**config.mk**
```make
export PLATFORM = sky130hd
export DESIGN_NAME = bsw_odometer
export DESIGN_NICKNAME = d
export VERILOG_FILES = /design/src/rtl/broadcast_stride_walker_assert.svh /design/src/rtl/bsw_pkg.sv /design/src/rtl/bsw_odometer.sv
export SDC_FILE = /design/constraint.sdc
export NUM_CORES = 1
export LEC_CHECK = 0
export BUFFER_PORTS_ARGS = -buffer_cell sky130_fd_sc_hd__buf_2
export CAP_MARGIN = 0
export CORE_ASPECT_RATIO = 1.1
export CORE_UTILIZATION = 30
export DETAILED_ROUTE_END_ITERATION = 8
export GPL_ROUTABILITY_DRIVEN = 0
export PLACE_DENSITY = 0.6
export REMOVE_ABC_BUFFERS = 1
export SYNTH_ARGS = -nofsm -noshare
export SYNTH_HDL_FRONTEND = slang
export SYNTH_SLANG_ARGS = --single-unit
```
**constraint.sdc**
```tcl
create_clock -name i_clk -period 5.19 [get_ports i_clk]
set_input_delay 0.2595 -clock i_clk [delete_from_list [all_inputs] [get_ports i_clk]]
set_output_delay 0.2595 -clock i_clk [all_outputs]
set_load 0.005 [all_outputs]
```
**src/rtl/broadcast_stride_walker_assert.svh**
```systemverilog
// Assertion macros for the broadcast stride walker.
// Expects i_clk and i_rst_n in the scope that uses them.
`ifndef BROADCAST_STRIDE_WALKER_ASSERT_SVH
`define BROADCAST_STRIDE_WALKER_ASSERT_SVH

// same-cycle implication
`define BSW_ASSERT_IMP(label, ante, cons) \
    label: assert property (@(posedge i_clk) disable iff (!i_rst_n) (ante) |-> (cons)) \
        else $error("bsw: same-cycle check failed");

// next-cycle implication
`define BSW_ASSERT_NEXT(label, ante, cons) \
    label: assert property (@(posedge i_clk) disable iff (!i_rst_n) (ante) |=> (cons)) \
        else $error("bsw: next-cycle check failed");

`endif

```
**src/rtl/bsw_pkg.sv**
```systemverilog
// Shared constants and types for the broadcast stride walker.
// No dependencies.
package bsw_pkg;

    localparam int SLOTS        = 4;   // dimension slots in the register layout
    localparam int MAX_DIMS     = 4;   // innermost slots in use
    localparam int DIM_BITS     = 16;
    localparam int ADDR_BITS    = 32;
    localparam int SLOT_FIELD   = 16;  // slot width inside dim_sizes
    localparam int STRIDE_FIELD = 32;  // stride width inside a stride register
    localparam int CFG_BITS     = 64;
    localparam int CFG_IDX_BITS = 3;
    localparam int IN_BITS      = 8;
    localparam int OUT_BITS     = 3 * ADDR_BITS;

    typedef logic [DIM_BITS-1:0]  t_dim;
    typedef logic [ADDR_BITS-1:0] t_addr;

    typedef enum logic [CFG_IDX_BITS-1:0] {
        REG_DIM_SIZES = 3'd0,
        REG_A_OUTER   = 3'd1,
        REG_A_INNER   = 3'd2,
        REG_B_OUTER   = 3'd3,
        REG_B_INNER   = 3'd4,
        REG_A_BASE    = 3'd5,
        REG_B_BASE    = 3'd6,
        REG_Y_BASE    = 3'd7
    } t_cfg_reg;

    // decoded configuration, slot 0 is outermost
    typedef struct packed {
        t_dim  [SLOTS-1:0] size;
        t_addr [SLOTS-1:0] a_stride;
        t_addr [SLOTS-1:0] b_stride;
        t_addr             a_base;
        t_addr             b_base;
        t_addr             y_base;
    } t_cfg;

    // one element handed from the odometer to the address pipeline
    typedef struct packed {
        t_dim [SLOTS-1:0] idx;
        t_addr            y_off;
        logic             last;
    } t_elem;

    typedef struct packed {
        logic emit;      // accepted step yields an element
        logic any_zero;  // some used size is zero
        logic done;      // registered walk-finished flag
    } t_odo_stat;

endpackage

```
**src/rtl/bsw_odometer.sv**
```systemverilog
// Walk state: per-dimension index counters, linear offset and done flag.
// Depends on bsw_pkg.
module bsw_odometer (
    input  logic                     i_clk,
    input  logic                     i_rst_n,
    input  logic                     i_step,
    input  logic                     i_restart,
    input  bsw_pkg::t_dim [bsw_pkg::SLOTS-1:0] i_size,
    output bsw_pkg::t_elem           o_elem,
    output bsw_pkg::t_odo_stat       o_stat
);
    import bsw_pkg::*;

    t_dim [SLOTS-1:0] r_idx, n_idx, cur_idx;
    t_addr            r_y, n_y, cur_y;
    logic             r_done, n_done, cur_done;
    logic             any_zero, emit, carry;

    always_comb begin
        logic [DIM_BITS:0] nxt;
        cur_idx  = i_restart ? '0 : r_idx;
        cur_y    = i_restart ? '0 : r_y;
        cur_done = i_restart ? 1'b0 : r_done;

        any_zero = 1'b0;
        for (int s = 0; s < SLOTS; s++) begin
            if (i_size[s] == '0) any_zero = 1'b1;
        end
        emit = !cur_done && !any_zero;

        // ripple from the innermost dimension; an index past its size wraps
        carry = 1'b1;
        n_idx = cur_idx;
        for (int s = SLOTS - 1; s >= 0; s--) begin
            nxt = {1'b0, cur_idx[s]} + 1'b1;
            if (carry) begin
                if (nxt < {1'b0, i_size[s]}) begin
                    n_idx[s] = nxt[DIM_BITS-1:0];
                    carry    = 1'b0;
                end else begin
                    n_idx[s] = '0;
                end
            end
        end

        if (emit) begin
            n_y    = carry ? '0 : cur_y + 1'b1;
            n_done = carry;
        end else begin
            n_idx  = cur_idx;
            n_y    = cur_y;
            n_done = cur_done | any_zero;
        end
    end

    always_ff @(posedge i_clk) begin
        if (!i_rst_n) begin
            r_idx  <= '0;
            r_y    <= '0;
            r_done <= 1'b1;
        end else if (i_step) begin
            r_idx  <= n_idx;
            r_y    <= n_y;
            r_done <= n_done;
        end
    end

    assign o_elem.idx      = cur_idx;
    assign o_elem.y_off    = cur_y;
    assign o_elem.last     = carry;
    assign o_stat.emit     = emit;
    assign o_stat.any_zero = any_zero;
    assign o_stat.done     = r_done;

endmodule

```
==> metrics.yaml, run 1 <==
status:
  outcome: "finished, final reports clean"
hold_path:
  hold_path.class: "primary input to flip-flop"
drt:
  wire_per_inst_microns: 15.66
  via_per_inst: 5.142
  vias: 8011
  wl_microns: 24390
  drt_pass1_iterations: 5
  drt-initial-drc-count: 487
  ant_nets: 0
  drc: 0
floorplanning:
  ios: 168
  die_w_microns: 157.0
  core_area_sq_um: 26070
  die_y_microns: 172.5
  dieArea_sq_um: 27070
  initial_core_util_pct: 30.40
  rows: 62
power_and_ir_drop:
  ir_drop_v: 0.0001228
  pwr-share-seq_pct: 46.2
  power.internal_uw: 1194
  power.switching_uw: 429.6
  comb_power_share_pct: 10.7
  leakagePower_uw: 0.004447
  p_per_area_nw_per_um2: 172.0
  clkPwrFrac_pct: 43.1
  switching_share_pct: 26.45
critical_path:
  worst-endpoint-arrival_ps: 4490
  crit_slowest_cell: "nor4_4"
  path_cells: "nor2b_1, ha_1, nand4_1, nor4_4, and3_1, nand3_1, xor2_1, nor2_1, ha_1, nand3_1, nor2_1, o211ai_1, o211ai_1, buf_4, nand3_1, nand2b_1, inv_1, buf_2"
  cp_num_buf_inv: 3
  criticalPathCategory: "flip-flop to output port"
  endpoint_kind: "output port"
  critical-path-top-delay-family: "simple AND/OR/NAND/NOR gates"
  crit_path_frequent_cell: "nand3_1"
  cp_slowest_stage_delay_ps: 450
  crit_fanout: 6
  worstSetupStartpointType: "flip-flop"
  worstPathRequired_ps: 4930
synth:
  synth_area_per_cell_sq_um: 7.525
  synth_top_family_by_area: "simple AND/OR/NAND/NOR gates"
  synth_seq_area_share_pct: 24.51
  yosysWarnings: 0
  synth-async-reset-ratio_pct: 0
  synth_xor_area_share_pct: 6.300
  synth-adder-area-share_pct: 10.26
  synth.distinct_cells: 80
  syn_inst: 1053
  synth-seq-cells: 97
  synth_enable_flop_cells: 0
  netlist_area_sq_um: 7924
  synth_compound_area_share_pct: 17.04
  synth_ff_type: "dfxtp_1"
  muxShareOfSynthArea_pct: 0.6632
  synthSimpleGateAreaFrac_pct: 34.34
sta:
  layout_min_cycle_time_ps: 4753
  setup_viol: 0
  hold_viol: 0
  slew_headroom_pct: 30.07
  holdWs_ps: 320.2
  rsz0062_at_grt: "false"
  finalSetupTns_ps: 0
  tightest_slew_ps: 1048
  timing.final.max_slew_violations: 0
  fmax_mhz: 210.4
  finalCritPeriodShare_pct: 91.58
  skew_ps: 8.330
clocking:
  clk_path_buf_depth: 2
  postCtsHoldBufs: 0
  cts_tree: "built"
  worstSkewPairLatency_ps: 350
  clkTransAtPathRegs_ps: 70
  postCtsSetupRepairBufs: 0
  cts-root-buf: "clkbuf_16"
  h-tree-depth: 3
  cts_buffers: 9
  cts_sinks: 97
grt:
  grt-busiest-layer: "met2"
  antenna_found_initial: 0
  grt_pass1_vias: 7636
  use_met3_pct: 3.559
  grt_pass1_wl_microns: 38650
  met1_usage_pct: 23.41
  grt_max_degree: 40
  gr-usage-met2_pct: 29.82
  gr-total-overflow: 0
  track_usage_pct: 18.01
job:
  maxCapViolCount: 0
final_layout:
  drive_above_1_share_pct: 19.57
  syn_to_final_growth_pct: 19.15
  layout.cells.non_filler: 1558
  fillers: 2813
  diodes: 0
  nNetsFinal: 1334
place:
  place_inst: 1542
  hpwlAfterDp_microns: 18950
  io_buffers: 167
power groups by stage:
stage / clock network, uW / logic (uW) / registers (uW)
final: 700 / 173 / 751
after global routing: 753 / 193 / 751
after CTS: 722 / 174 / 750
after detailed placement: 0 / 173 / 768
after global placement: 0 / 171 / 768
after floorplan: 0 / 78.7 / 767
Yosys cell counts (all sizes together) (6+ instances only):
master	count	area, sq um
a211oi	7	52.55
a21o	6	45.04
a21oi	36	187.7
a22o	24	210.2
a22oi	21	157.7
a31oi	7	43.79
and2	7	43.80
and3	20	125.1
and4	7	63.81
buf	21	121.4
clkbuf	28	105.1
dfxtp	97	1942
ha	65	813.3
inv	84	315.3
nand2	106	400.4
nand2b	8	50.05
nand3	66	330.3
nand4	30	215.2
nand4b	6	82.58
nor2	85	319.1
nor2b	84	535.5
nor3	24	156.4
nor4	21	152.6
o211ai	14	115.1
o21ai	55	282.8
or3	11	68.82
xnor2	29	254.0
xor2	28	245.2
what timing repair did:
| item | 4_1_cts | 5_1_grt |
|---|---|---|
| hold endpoints to repair | 0 | 0 |
| resized for setup | 0 | 1 |
| endpoints found under the setup margin | 0 | 8 |
stage by stage:
stage	instance area (sq um)	utilization [%]	setup WS (ps)	total power [uW]
finish	9442	36.22	437.0	1624
global route	9442	36.22	118.4	1698
CTS	9438	36.21	411.3	1647
detailed placement	9134	35.04	269.3	941.0
global placement	9134	35.04	384.5	938.6
floorplan	7697	-	1017	845.6
state kept, by name, summed over array words and instances, names as in the netlist:
| name | flops |
|---|---|
| r_done | 1 |
| r_idx | 64 |
| r_y | 32 |
routing by layer:
metal / part of all wire [%] / wire [microns]
met3: 5.9 / 1433
met4: 2.1 / 501
met2: 46 / 11260
met5: 0 / 0
met1: 46 / 11200
placed cells by master, fill, tap and decap left out, types with 8 or more instances in the layout:
cell type	Yosys	final
o21ai_0	49	49
nor3_1	18	18
xnor2_1	29	29
dfxtp_1	97	97
nor4_1	19	19
buf_4	6	19
inv_1	84	84
nand4_1	27	27
nand2b_1	8	8
xor2_1	28	28
ha_1	65	65
nand2_1	105	105
or3_1	11	11
buf_2	10	166
nor2_1	85	84
a22o_1	24	24
a21oi_1	34	33
a22oi_1	21	21
o211ai_1	12	12
and3_1	20	20
nor2b_1	82	82
nand3_1	66	66
clkbuf_16	0	9
path summary, 6_finish.rpt:
kind	start	to	slack (ps)	cells after the start
worst max-delay path	r_idx[48]	o_elem[0]	440	18
worst min-delay path	i_rst_n	r_done	320	2
worst max register to register	r_idx[48]	r_idx[26]	570	18
worst min register to register	r_y[30]	r_y[30]	440	2
cells by family after synthesis:
family / count (synthesis)
and+or+nand+nor: 495
AOI/OAI and AO/OA: 200
buffers and inverters: 134
DFF: 97
adders and majority gates: 65
xor gates and xnor gates: 57
muxes: 5
area by class of cell:
class / count / area, sq um / share of cell area, %
clock buffers: 10 / 239.0 / 2.531
well taps: 352 / 440.4 / 4.665
multi-input cells: 822 / 5443 / 57.65
clock inverters: 6 / 65.06 / 0.6891
inverters: 85 / 319.1 / 3.379
flip-flops and latches: 97 / 1942 / 20.57
repair buffers: 186 / 993.5 / 10.52
Power figures use the tool's default switching activity.
==> inputs of run 2 (changes only) <==
==> constraint.sdc (replaced) <==
create_clock -name i_clk -period 5.19 [get_ports i_clk]
set_input_delay 0.519 -clock i_clk [delete_from_list [all_inputs] [get_ports i_clk]]
set_output_delay 0.519 -clock i_clk [all_outputs]
set_load 0.005 [all_outputs]
==> metrics.yaml, run 2 (synthesized netlist as in run 1, its figures left out) <==
status:
  outcome: "finished, final reports clean"  # unchanged
place:
  hpwlAfterDp_microns: 18880  # was 18950 microns
  place_inst: 1546  # was 1542
  io_buffers: 167  # unchanged
critical_path:
  worst-endpoint-arrival_ps: 4320  # was 4490 ps
  endpoint_kind: "output port"  # unchanged
  crit_slowest_cell: "a2111oi_0"  # was nor4_4
  worstPathRequired_ps: 4670  # was 4930 ps
  worstSetupStartpointType: "primary input"  # was flip-flop
  cp_slowest_stage_delay_ps: 630  # was 450 ps
  path_cells: "buf_4, buf_4, nor2b_2, and2_1, nand4_1, or3_1, a21oi_1, ha_1, nand3_1, nor3_1, a2111oi_0, o211ai_2, nand3_1, nand2b_1, inv_1, buf_2"  # was nor2b_1, ha_1, nand4_1, nor4_4, and3_1, nand3_1, xor2_1, nor2_1, ha_1, nand3_1, nor2_1, o211ai_1, o211ai_1, buf_4, nand3_1, nand2b_1, inv_1, buf_2
  criticalPathCategory: "primary input to output port"  # was flip-flop to output port
  crit_fanout: 21  # was 6
power_and_ir_drop:
  ir_drop_v: 0.0001336  # was 0.0001228 V
  leakagePower_uw: 0.004475  # was 0.004447 uW
  switching_share_pct: 26.45  # about the same
  power.internal_uw: 1235  # was 1194 uW
  comb_power_share_pct: 10.4  # was 10.7%
  pwr-share-seq_pct: 44.7  # was 46.2%
  p_per_area_nw_per_um2: 176.9  # was 172.0 nW/um^2
  power.switching_uw: 443.9  # was 429.6 uW
  clkPwrFrac_pct: 44.9  # was 43.1%
sta:
  finalCritPeriodShare_pct: 93.25  # was 91.58%
  hold_viol: 0  # unchanged
  tightest_slew_ps: 789.7  # was 1048 ps
  setup_viol: 0  # unchanged
  rsz0062_at_grt: "false"  # unchanged
  layout_min_cycle_time_ps: 4840  # was 4753 ps
  finalSetupTns_ps: 0  # unchanged
  timing.final.max_slew_violations: 0  # unchanged
  fmax_mhz: 206.6  # was 210.4 MHz
  skew_ps: 15.86  # was 8.330 ps
  slew_headroom_pct: 47.36  # was 30.07%
clocking:
  postCtsHoldBufs: 0  # unchanged
  worstSkewPairLatency_ps: 360  # was 350 ps
  clk_path_buf_depth: 2  # unchanged
  post_cts_resized: 0  # unchanged
  postCtsSetupRepairBufs: 0  # unchanged
  cts_sinks: 97  # unchanged
  clkTransAtPathRegs_ps: 70  # about the same
  cts_buffers: 9  # unchanged
  h-tree-depth: 3  # unchanged
  cts-root-buf: "clkbuf_16"  # unchanged
  cts_tree: "built"  # unchanged
floorplanning:
  die_w_microns: 157.0  # unchanged
  dieArea_sq_um: 27070  # unchanged
  core_area_sq_um: 26070  # unchanged
  ios: 168  # unchanged
  rows: 62  # unchanged
  initial_core_util_pct: 30.40  # unchanged
  die_y_microns: 172.5  # unchanged
grt:
  antenna_found_initial: 0  # unchanged
  gr-total-overflow: 0  # unchanged
  grt_max_degree: 37  # was 40
  use_met3_pct: 4.085  # was 3.559%
  gr-usage-met2_pct: 30.76  # was 29.82%
  track_usage_pct: 18.30  # was 18.01%
  grt_pass1_vias: 7547  # was 7636
  grt_pass1_wl_microns: 38990  # was 38650 microns
  met1_usage_pct: 23.84  # was 23.41%
  grt-busiest-layer: "met2"  # unchanged
drt:
  ant_nets: 0  # unchanged
  wl_microns: 24460  # was 24390 microns
  drt_pass1_iterations: 5  # unchanged
  via_per_inst: 5.112  # was 5.142
  vias: 7985  # was 8011
  drc: 0  # unchanged
  drt-initial-drc-count: 480  # was 487
  wire_per_inst_microns: 15.66  # about the same
final_layout:
  fillers: 2840  # was 2813
  drive_above_1_share_pct: 19.83  # was 19.57%
  nNetsFinal: 1338  # was 1334
  layout_common_cells: "buf_2 (166), nand2_1 (105), dfxtp_1 (97)"  # unchanged
  layout.cells.non_filler: 1562  # was 1558
  final_common_cell: "buf_2"  # unchanged
  top_register: "r_idx"  # unchanged
  reg_top3: "r_idx (64), r_y (32), r_done (1)"  # unchanged
  largest_reg_flops: 64  # unchanged
  diodes: 0  # unchanged
  syn_to_final_growth_pct: 19.77  # was 19.15%
job:
  maxCapViolCount: 0  # unchanged
hold_path:
  hold_path.class: "flip-flop to flip-flop"  # was primary input to flip-flop
run 2: cell type report:
cell class	instances	area [sq um]	share of cell area (%)
clock buffer	9	225.2	2.373
tap	352	440.4	4.641
sequential	97	1942	20.46
inverter	85	319.1	3.362
timing repair buffer	190	1023	10.78
multi-input combinational	822	5441	57.34
clock inverter	7	98.84	1.042
run 2: final timing paths:
kind              cells after the start  slack, ps      start        end
setup / recovery                     16        350  i_restart  o_elem[0]
setup reg to reg                     14        760  r_idx[16]     r_y[3]
hold / removal                        1        450    r_y[15]    r_y[15]
hold reg to reg                       1        450    r_y[15]    r_y[15]
run 2: power groups by stage:
| stage | registers, uW | logic [uW] | clock network, uW |
|---|---|---|---|
| 2_1_floorplan | 767 | 78.7 | 0 |
| 3_3_place_gp | 768 | 173 | 0 |
| 3_5_place_dp | 768 | 176 | 0 |
| 4_1_cts | 750 | 176 | 778 |
| 5_1_grt | 751 | 196 | 812 |
| 6_report | 750 | 175 | 754 |
run 2: metrics by stage:
stage          area, sq um  setup slack, ps  util, %  total power [uW]  hold WS (ps)
6_report              9490            350.2    36.41              1679         449.1
2_1_floorplan         7697            871.6        -             845.6         417.3
5_1_grt               9490            22.39    36.41              1759         468.5
3_3_place_gp          9164            376.4    35.16             940.9         426.1
4_1_cts               9488            337.8    36.40              1704         448.6
3_5_place_dp          9164            338.6    35.16             943.5         431.0
run 2: layer usage:
layer	vias to the layer above	wire, microns
li1	4045	-
met1	3713	11170
met2	212	11510
met3	15	1543
met4	0	233
met5	-	0
run 2: critical path: cells and delay by family:
| kind | cells | cell delay, ps |
|---|---|---|
| and+or+nand+nor | 8 | 1600 |
| adders and majority gates | 1 | 280 |
| buffers and inverters | 4 | 700 |
| AOI/OAI and AO/OA | 3 | 1200 |
