--- src/rtl/broadcast_stride_walker_assert.svh ---
// Assertion macros for the broadcast stride walker.
// Expects i_clk and i_rst_n in the scope that uses them.
`ifndef BROADCAST_STRIDE_WALKER_ASSERT_SVH
`define BROADCAST_STRIDE_WALKER_ASSERT_SVH

// same-cycle implication
`define BSW_ASSERT_IMP(label, ante, cons) \
    label: assert property (@(posedge i_clk) disable iff (!i_rst_n) (ante) |-> (cons)) \
        else $error("bsw: same-cycle check failed");

// next-cycle implication
`define BSW_ASSERT_NEXT(label, ante, cons) \
    label: assert property (@(posedge i_clk) disable iff (!i_rst_n) (ante) |=> (cons)) \
        else $error("bsw: next-cycle check failed");

`endif

--- src/rtl/bsw_pkg.sv ---
// Shared constants and types for the broadcast stride walker.
// No dependencies.
package bsw_pkg;

    localparam int SLOTS        = 4;   // dimension slots in the register layout
    localparam int MAX_DIMS     = 4;   // innermost slots in use
    localparam int DIM_BITS     = 16;
    localparam int ADDR_BITS    = 32;
    localparam int SLOT_FIELD   = 16;  // slot width inside dim_sizes
    localparam int STRIDE_FIELD = 32;  // stride width inside a stride register
    localparam int CFG_BITS     = 64;
    localparam int CFG_IDX_BITS = 3;
    localparam int IN_BITS      = 8;
    localparam int OUT_BITS     = 3 * ADDR_BITS;

    typedef logic [DIM_BITS-1:0]  t_dim;
    typedef logic [ADDR_BITS-1:0] t_addr;

    typedef enum logic [CFG_IDX_BITS-1:0] {
        REG_DIM_SIZES = 3'd0,
        REG_A_OUTER   = 3'd1,
        REG_A_INNER   = 3'd2,
        REG_B_OUTER   = 3'd3,
        REG_B_INNER   = 3'd4,
        REG_A_BASE    = 3'd5,
        REG_B_BASE    = 3'd6,
        REG_Y_BASE    = 3'd7
    } t_cfg_reg;

    // decoded configuration, slot 0 is outermost
    typedef struct packed {
        t_dim  [SLOTS-1:0] size;
        t_addr [SLOTS-1:0] a_stride;
        t_addr [SLOTS-1:0] b_stride;
        t_addr             a_base;
        t_addr             b_base;
        t_addr             y_base;
    } t_cfg;

    // one element handed from the odometer to the address pipeline
    typedef struct packed {
        t_dim [SLOTS-1:0] idx;
        t_addr            y_off;
        logic             last;
    } t_elem;

    typedef struct packed {
        logic emit;      // accepted step yields an element
        logic any_zero;  // some used size is zero
        logic done;      // registered walk-finished flag
    } t_odo_stat;

endpackage

--- src/rtl/bsw_cfg.sv ---
// Configuration register file and slot decode.
// Depends on bsw_pkg.
module bsw_cfg (
    input  logic                             i_clk,
    input  logic                             i_rst_n,
    input  logic                             i_wr,
    input  logic [bsw_pkg::CFG_IDX_BITS-1:0] i_index,
    input  logic [bsw_pkg::CFG_BITS-1:0]     i_data,
    output bsw_pkg::t_cfg                    o_cfg
);
    import bsw_pkg::*;

    logic [CFG_BITS-1:0] r_dim_sizes, r_a_outer, r_a_inner, r_b_outer, r_b_inner;
    t_addr               r_a_base, r_b_base, r_y_base;

    always_ff @(posedge i_clk) begin
        if (!i_rst_n) begin
            r_dim_sizes <= '0;
            r_a_outer   <= '0;
            r_a_inner   <= '0;
            r_b_outer   <= '0;
            r_b_inner   <= '0;
            r_a_base    <= '0;
            r_b_base    <= '0;
            r_y_base    <= '0;
        end else if (i_wr) begin
            unique case (t_cfg_reg'(i_index))
                REG_DIM_SIZES: r_dim_sizes <= i_data;
                REG_A_OUTER:   r_a_outer   <= i_data;
                REG_A_INNER:   r_a_inner   <= i_data;
                REG_B_OUTER:   r_b_outer   <= i_data;
                REG_B_INNER:   r_b_inner   <= i_data;
                REG_A_BASE:    r_a_base    <= i_data[ADDR_BITS-1:0];
                REG_B_BASE:    r_b_base    <= i_data[ADDR_BITS-1:0];
                REG_Y_BASE:    r_y_base    <= i_data[ADDR_BITS-1:0];
                default: ;
            endcase
        end
    end

    // unused leading slots act as size 1, stride 0
    always_comb begin
        logic [CFG_BITS-1:0] wa, wb;
        o_cfg.a_base = r_a_base;
        o_cfg.b_base = r_b_base;
        o_cfg.y_base = r_y_base;
        for (int s = 0; s < SLOTS; s++) begin
            wa = (s < 2) ? r_a_outer : r_a_inner;
            wb = (s < 2) ? r_b_outer : r_b_inner;
            if (s >= SLOTS - MAX_DIMS) begin
                o_cfg.size[s] = r_dim_sizes[SLOT_FIELD*(SLOTS-1-s) +: DIM_BITS];
                o_cfg.a_stride[s] = (s % 2 == 1) ? wa[0 +: ADDR_BITS]
                                                 : wa[STRIDE_FIELD +: ADDR_BITS];
                o_cfg.b_stride[s] = (s % 2 == 1) ? wb[0 +: ADDR_BITS]
                                                 : wb[STRIDE_FIELD +: ADDR_BITS];
            end else begin
                o_cfg.size[s]     = t_dim'(1);
                o_cfg.a_stride[s] = '0;
                o_cfg.b_stride[s] = '0;
            end
        end
    end

endmodule

--- config.mk ---
export PLATFORM = sky130hd
export DESIGN_NAME = bsw_cfg
export DESIGN_NICKNAME = d
export VERILOG_FILES = /design/src/rtl/broadcast_stride_walker_assert.svh /design/src/rtl/bsw_pkg.sv /design/src/rtl/bsw_cfg.sv
export SDC_FILE = /design/constraint.sdc
export NUM_CORES = 1
export LEC_CHECK = 0
export BUFFER_PORTS_ARGS = -buffer_cell sky130_fd_sc_hd__buf_4
export CELL_PAD_IN_SITES_DETAIL_PLACEMENT = 1
export CELL_PAD_IN_SITES_GLOBAL_PLACEMENT = 2
export CORE_UTILIZATION = 33
export DETAILED_ROUTE_END_ITERATION = 7
export PLACE_DENSITY_LB_ADDON = 0.1
export SLEW_MARGIN = 40
export SYNTH_ARGS = -nofsm -noshare
export SYNTH_HDL_FRONTEND = slang
export SYNTH_SLANG_ARGS = --single-unit
--- constraint.sdc ---
create_clock -name i_clk -period 2.7 [get_ports i_clk]
set_input_delay 0.135 -clock i_clk [delete_from_list [all_inputs] [get_ports i_clk]]
set_output_delay 0.135 -clock i_clk [all_outputs]
set_load 0.1 [all_outputs]
==> summary.txt, run 1 <==
Status
  • Status: finished, final reports clean

Clocking
  • Htree depth: 2
  • CTS tree: built
  • Clock tree buffer depth: 3
  • Root buffer cell: clkbuf_16
  • Setup bufs post-CTS: 0
  • Num Clock Sinks: 416
  • Worst skew pair latency: 570 ps
  • Clock transition at path regs: 60 ps
  • Num CTS Buffers: 47

Job
  • MaxCap Viol Count: 0

Layout
  • Share of layout cells above drive strength 1: 30.27%
  • Fin nets: 1988
  • Fin cells: 2557
  • Multi-input logic area: 6135 um2
  • Layout Area Growth over Synthesis: 40.22%
  • Fillcell total: 5046
  • Register Area: 8328 um2

STA
  • Worst hold slack: 23.24 ps
  • Final worst slack: 1115 ps
  • Final setup vio count: 0
  • Setup TNS: 0 ps
  • Final hold vios: 0
  • Crit path time final: 1585 ps
  • RSZ-0062 raised after global routing: false
  • Final period util: 58.71%
  • Clock skew: 0 ps
  • Slew Limit Fails: 0
  • Worst-Margin Slew: 742.2 ps
  • FMAX: 630.8 MHz
  • Slew margin rel.: 50.52%

Yosys
  • Top post-synthesis cells by area: dfxtp_1 55%, mux2i_1 28%, nand2_1 12%
  • Top cell type's share of synthesized area: 55.10%
  • Syn Nets: 1491
  • Unique masters post-synth: 13
  • YS warnings: 0
  • Seq/Total Area, Yosys: 55.10%
  • Synth Register Bits: 416
  • Avg Cell Area, Syn: 10.64 um2
  • Post-Syn Instances: 1421
  • Area leader, netlist: dfxtp_1
  • Mapped cell area: 15110 um2

Power
  • Clock Power Share: 44.7%
  • Sequential power share: 42.4%
  • P_int: 0.01083 W
  • Leakage: 11.09 nW
  • Sw Pwr: 0.004131 W
  • Pwr per Cell Area: 706.1 nW/um2
  • Comb power frac: 12.9%
  • Maximum vdd drop: 0.3801 mV
  • Sw Ratio: 27.61%

GRT
  • Vias in the first global route: 12558
  • Overall global routing resource usage: 21.92%
  • Initial antenna violation count: 1
  • Largest net degree at the start of global routing: 86
  • Total grt overflow: 0
  • First-pass GRT wire length: 78050 um

Worst setup path
  • CP Cell Sequence: dlygate4sd3_1 > buf_8 > buf_12 > buf_4 > nand2_1 > mux2i_1
  • Worst Path Required: 3190 ps
  • R2R setup slack: 2040 ps
  • CP max stage delay: 560 ps
  • Kind of critical path: in2reg
  • CP max FO: 60
  • CP arrival: 2070 ps
  • CP Launch Type: input pin
  • Slowest CP cell: dlygate4sd3_1
  • Setup crit end kind: flop

Placement
  • Port bufs: 485
  • Worst slack, placed: 920.4 ps
  • Placed insts: 2432
  • GPL Wtd Cong: 0.7866
  • Post-DP HPWL: 36260 um

Floorplanning
  • Core area: 45280 um2
  • Io pins: 486
  • Num rows: 78
  • Starting Density: 33.38%
  • Vert. Die Dim: 216.0 um
  • Die W: 216.0 um
  • DIE AREA: 46660 um2

Routing
  • Routed vias/inst: 4.667
  • Post-route ant nets: 0
  • Post-Route WL: 52570 um
  • Initial drt markers: 478
  • Avg WL per Cell: 20.56 um
  • Drt drc: 0
  • First-pass detailed-route iteration total: 4
  • Total number of vias: 11933

Hold path
  • Worst hold path type: in2reg
## cell type report
class / count / area share, %
flip-flops and latches: 416 / 39.29
multi-input cells: 904 / 28.94
repair buffers: 549 / 20.51
clock buffers: 77 / 6.990
well taps: 600 / 3.542
clock inverters: 10 / 0.7084
diodes: 1 / 0.01181
## synthesized netlist by cell type
master / number
nand2_1: 480
nand4bb_1: 3
buf_4: 8
mux2i_1: 416
buf_2: 25
clkbuf_1: 38
nand4b_1: 1
nor4b_4: 1
buf_6: 24
nand4_1: 1
buf_12: 6
nand4b_2: 2
dfxtp_1: 416
## metal layers
metal | track usage (%) | vias to the layer above | share of wire (%)
li1 | - | 5679 | -
met2 | 36.61 | 332 | 47
met1 | 25.54 | 5834 | 41
met5 | 0 | - | 0
met4 | 8.451 | 0 | 3.5
met3 | 7.865 | 88 | 8.0
## repair_timing
action	4_1_cts	5_1_grt
gates resized for setup	0	0
endpoints found under the hold margin	185	0
hold buffers	37	0
## worst max-delay path, delay by kind of cell
| kind | cells | cell delay [ps] |
|---|---|---|
| muxes | 1 | 130 |
| and+or+nand+nor | 1 | 100 |
| buffers and inverters | 4 | 1620 |
## power groups by stage
stage | sequential (W) | clock (W) | combinational [W]
final | 0.00635 | 0.00668 | 0.00193
after global routing | 0.00636 | 0.00715 | 0.00200
after CTS | 0.00635 | 0.00688 | 0.00195
after detailed placement | 0.00649 | 0 | 0.00190
after floorplan | 0.00745 | 0 | 0.000434
after global placement | 0.00648 | 0 | 0.00189
## flip-flops by register name, indices dropped and copies added, names as in the netlist
register and flops:
r_dim_sizes 64, r_a_inner 64, r_b_base 32, r_b_inner 64, r_a_outer 64, r_y_base 32
r_b_outer 64, r_a_base 32
## worst paths after layout
kind	from	end	depth (start not counted)
setup / recovery	i_rst_n	r_b_base[21]	6
hold / removal	i_data[18]	r_y_base[18]	3
setup reg to reg	r_b_outer[10]	r_b_outer[10]	2
hold reg to reg	r_dim_sizes[40]	r_dim_sizes[40]	2
## cells in the final DEF (no fill, tap or decap), types with 2 or more instances in the layout
| cell type | synthesis | routed |
|---|---|---|
| dlygate4sd3_1 | 0 | 37 |
| nand4b_4 | 0 | 2 |
| dfxtp_1 | 416 | 416 |
| buf_4 | 8 | 501 |
| clkbuf_1 | 38 | 13 |
| clkbuf_8 | 0 | 15 |
| clkinv_2 | 0 | 6 |
| nand2_1 | 480 | 480 |
| clkbuf_16 | 0 | 49 |
| nand4bb_4 | 0 | 3 |
| buf_12 | 6 | 10 |
| mux2i_1 | 416 | 416 |
| bufinv_16 | 0 | 4 |
## kinds of logic (layout without fill, tap and decap cells)
family,Yosys count,after routing,synth area share (%)
mux,416,416,27.55
simple gates,488,488,12.60
flops,416,416,55.10
other cells,0,1,0
buf+inv,101,636,4.752
## through the flow
| stage | util (%) | total power (W) | area, um2 |
|---|---|---|---|
| CTS | 46.80 | 0.01518 | 21190 |
| global route | 46.80 | 0.01551 | 21190 |
| global placement | 42.33 | 0.008365 | 19170 |
| floorplan | - | 0.007882 | 15110 |
| finish | 46.80 | 0.01496 | 21190 |
| detailed placement | 42.38 | 0.008385 | 19190 |
Note: power is estimated with default switching activity, not from simulation.
==> run 2, diff against run 1 <==
--- a/config.mk
+++ b/config.mk
@@ -8,7 +8,7 @@
 export BUFFER_PORTS_ARGS = -buffer_cell sky130_fd_sc_hd__buf_4
 export CELL_PAD_IN_SITES_DETAIL_PLACEMENT = 1
 export CELL_PAD_IN_SITES_GLOBAL_PLACEMENT = 2
-export CORE_UTILIZATION = 33
+export CORE_UTILIZATION = 31
 export DETAILED_ROUTE_END_ITERATION = 7
 export PLACE_DENSITY_LB_ADDON = 0.1
 export SLEW_MARGIN = 40
==> constraint.sdc (replaced) <==
create_clock -name i_clk -period 1.5 [get_ports i_clk]
set_input_delay 0.075 -clock i_clk [delete_from_list [all_inputs] [get_ports i_clk]]
set_output_delay 0.075 -clock i_clk [all_outputs]
set_load 0.1 [all_outputs]
==> run 2 against run 1 <==
  * The run now ends with negative hold slack left
  * Wire length rose by 3.3%
  * Final cell count up 1.8%
  * Design area increased by 2.3%
  * Sequential share of layout area decreased by 0.87 points
  * Power grew 80%
  * Clock power is 78% higher
==> summary.txt, run 2 (synthesis gave the netlist of run 1 again) <==
Worst setup path
  • Crit path buf inv count: 1 (was 4)
  • CP Launch Type: flop (was input pin)
  • CP max stage delay: 390 ps (was 560 ps)
  • CP Cell Sequence: buf_4 (was dlygate4sd3_1 > buf_8 > buf_12 > buf_4 > nand2_1 > mux2i_1)
  • Crit-path leading delay family: flip-flops (was buffers and inverters)
  • WP depth: 1 (was 6)
  • CP arrival: 1270 ps (was 2070 ps)
  • Slowest CP cell: dfxtp_1 (was dlygate4sd3_1)
  • Setup crit end kind: primary output (was flop)
  • Worst Path Required: 1420 ps (was 3190 ps)
  • FF-to-FF path depth: 2 (unchanged)
  • CP max FO: 2 (was 60)
  • Kind of critical path: reg2out (was in2reg)

Clocking
  • Root buffer cell: clkbuf_16 (unchanged)
  • CTS tree: built (unchanged)
  • Setup bufs post-CTS: 0 (unchanged)
  • Num CTS Buffers: 47 (unchanged)
  • Num Clock Sinks: 416 (unchanged)
  • Worst skew pair latency: 560 ps (was 570 ps)
  • Clock tree buffer depth: 3 (unchanged)
  • Htree depth: 2 (unchanged)
  • Cts repair resizes: 0 (unchanged)
  • Hold-fix buffers, CTS: 45 (was 37)
  • Clock transition at path regs: 60 ps (about the same)

Routing
  • Avg WL per Cell: 20.87 um (was 20.56 um)
  • Routed vias/inst: 4.621 (was 4.667)
  • Post-route ant nets: 0 (unchanged)
  • Post-Route WL: 54300 um (was 52570 um)
  • Total number of vias: 12023 (was 11933)
  • First-pass detailed-route iteration total: 4 (unchanged)
  • Drt drc: 0 (unchanged)
  • Initial drt markers: 303 (was 478)

Power
  • Leakage: 11.32 nW (was 11.09 nW)
  • Pwr per Cell Area: 1245 nW/um2 (was 706.1 nW/um2)
  • Maximum vdd drop: 0.8942 mV (was 0.3801 mV)

STA
  • Slew Limit Fails: 0 (unchanged)
  • Final hold vios: 3 (was 0)
  • Setup TNS: 0 ps (unchanged)
  • Clock skew: 0 ps (unchanged)
  • Final setup vio count: 0 (unchanged)
  • Crit path time final: 1346 ps
  • RSZ-0062 raised after global routing: false (unchanged)
  • Final period util: 89.72%
  • FMAX: 743.1 MHz
  • Worst hold slack: -4.564 ps (was 23.24 ps)
  • Worst-Margin Slew: 470.6 ps (was 742.2 ps)
  • Slew margin rel.: 68.55% (was 50.52%)
  • Final worst slack: 154.2 ps (was 1115 ps)

GRT
  • Vias in the first global route: 12878 (was 12558)
  • Initial antenna violation count: 1 (unchanged)
  • Total grt overflow: 0 (unchanged)
  • First-pass GRT wire length: 81340 um (was 78050 um)
  • Overall global routing resource usage: 21.53% (was 21.92%)
  • Largest net degree at the start of global routing: 58 (was 86)

Status
  • Status: finished with violations (was finished, final reports clean)
  • Failing checks: negative hold slack

Placement
  • GPL Wtd Cong: 0.7840 (was 0.7866)
  • Placed insts: 2473 (was 2432)
  • Dpl cell area: 19620 um2 (was 19190 um2)
  • Port bufs: 485 (unchanged)
  • Post-DP HPWL: 38540 um (was 36260 um)
  • Worst slack, placed: 125.2 ps (was 920.4 ps)

Layout
  • Share of layout cells above drive strength 1: 31.02% (was 30.27%)
  • Most common cell after layout, fill and taps aside: buf_4 (unchanged)
  • Fin cells: 2602 (was 2557)
  • Commonest cells after routing, fill and taps aside: 510 x buf_4, 480 x nand2_1, 416 x mux2i_1, 416 x dfxtp_1, 49 x clkbuf_16 (was 501 x buf_4, 480 x nand2_1, 416 x mux2i_1, 416 x dfxtp_1, 49 x clkbuf_16)
  • Layout Area Growth over Synthesis: 43.41% (was 40.22%)
  • Fin nets: 2022 (was 1988)
  • Post-route cell area: 21680 um2 (was 21190 um2)

Floorplanning
  • DIE AREA: 49640 um2 (was 46660 um2)
  • Die W: 222.8 um (was 216.0 um)
  • Starting Density: 31.52% (was 33.38%)
  • Num rows: 80 (was 78)
  • Vert. Die Dim: 222.8 um (was 216.0 um)
  • Core area: 47950 um2 (was 45280 um2)
  • Io pins: 486 (unchanged)

Hold path
  • Worst hold path type: in2reg (unchanged)
  • Hold Crit Depth: 3 (unchanged)

Job
  • MaxCap Viol Count: 0 (unchanged)
-- run 2: final cells by class --
cell class                      instances  area [um2]
Antenna cell                            1       2.502
Clock buffer                           77        1501
Clock inverter                          6       105.1
Fill cell                            5297       26270
Multi-Input combinational cell        904        6135
Sequential cell                       416        8328
Tap cell                              615       769.5
Timing Repair Buffer                  583        4835
-- run 2: final timing paths --
check,from,end,slack [ps]
setup reg to reg,r_b_base[8],r_b_base[8],840
hold reg to reg,r_dim_sizes[32],r_dim_sizes[32],460
hold / removal,i_data[31],r_b_outer[31],-5
setup / recovery,r_b_inner[38],o_cfg[166],150
-- run 2: worst min-delay path, cell delays in order --
cell	delay, ps
buf_4	80
nand2_1	190
mux2i_1	180
-- run 2: stage by stage --
| stage | hold slack [ps] | util, % | total power, W |
|---|---|---|---|
| after floorplan | 299.0 | - | 0.01419 |
| after global placement | 440.7 | 40.91 | 0.01518 |
| after detailed placement | 450.0 | 40.91 | 0.01521 |
| after CTS | 0.1331 | 45.20 | 0.02736 |
| after global routing | 9.291 | 45.21 | 0.02791 |
| final | -4.564 | 45.21 | 0.02698 |
-- run 2: layer usage --
metal  wire (um)  track usage, %
met3        4119           7.353
met1       22490           25.29
met5           0               0
met4        1532           7.453
met2       26160           36.37
-- run 2: power breakdown --
group          switching, W  total [W]  leakage (nW)  internal (W)
Combinational       0.00271    0.00360          7.16      0.000887
Clock               0.00465     0.0119         0.793       0.00730
Sequential         0.000137     0.0114          3.37        0.0113
Total               0.00750     0.0270          11.3        0.0195
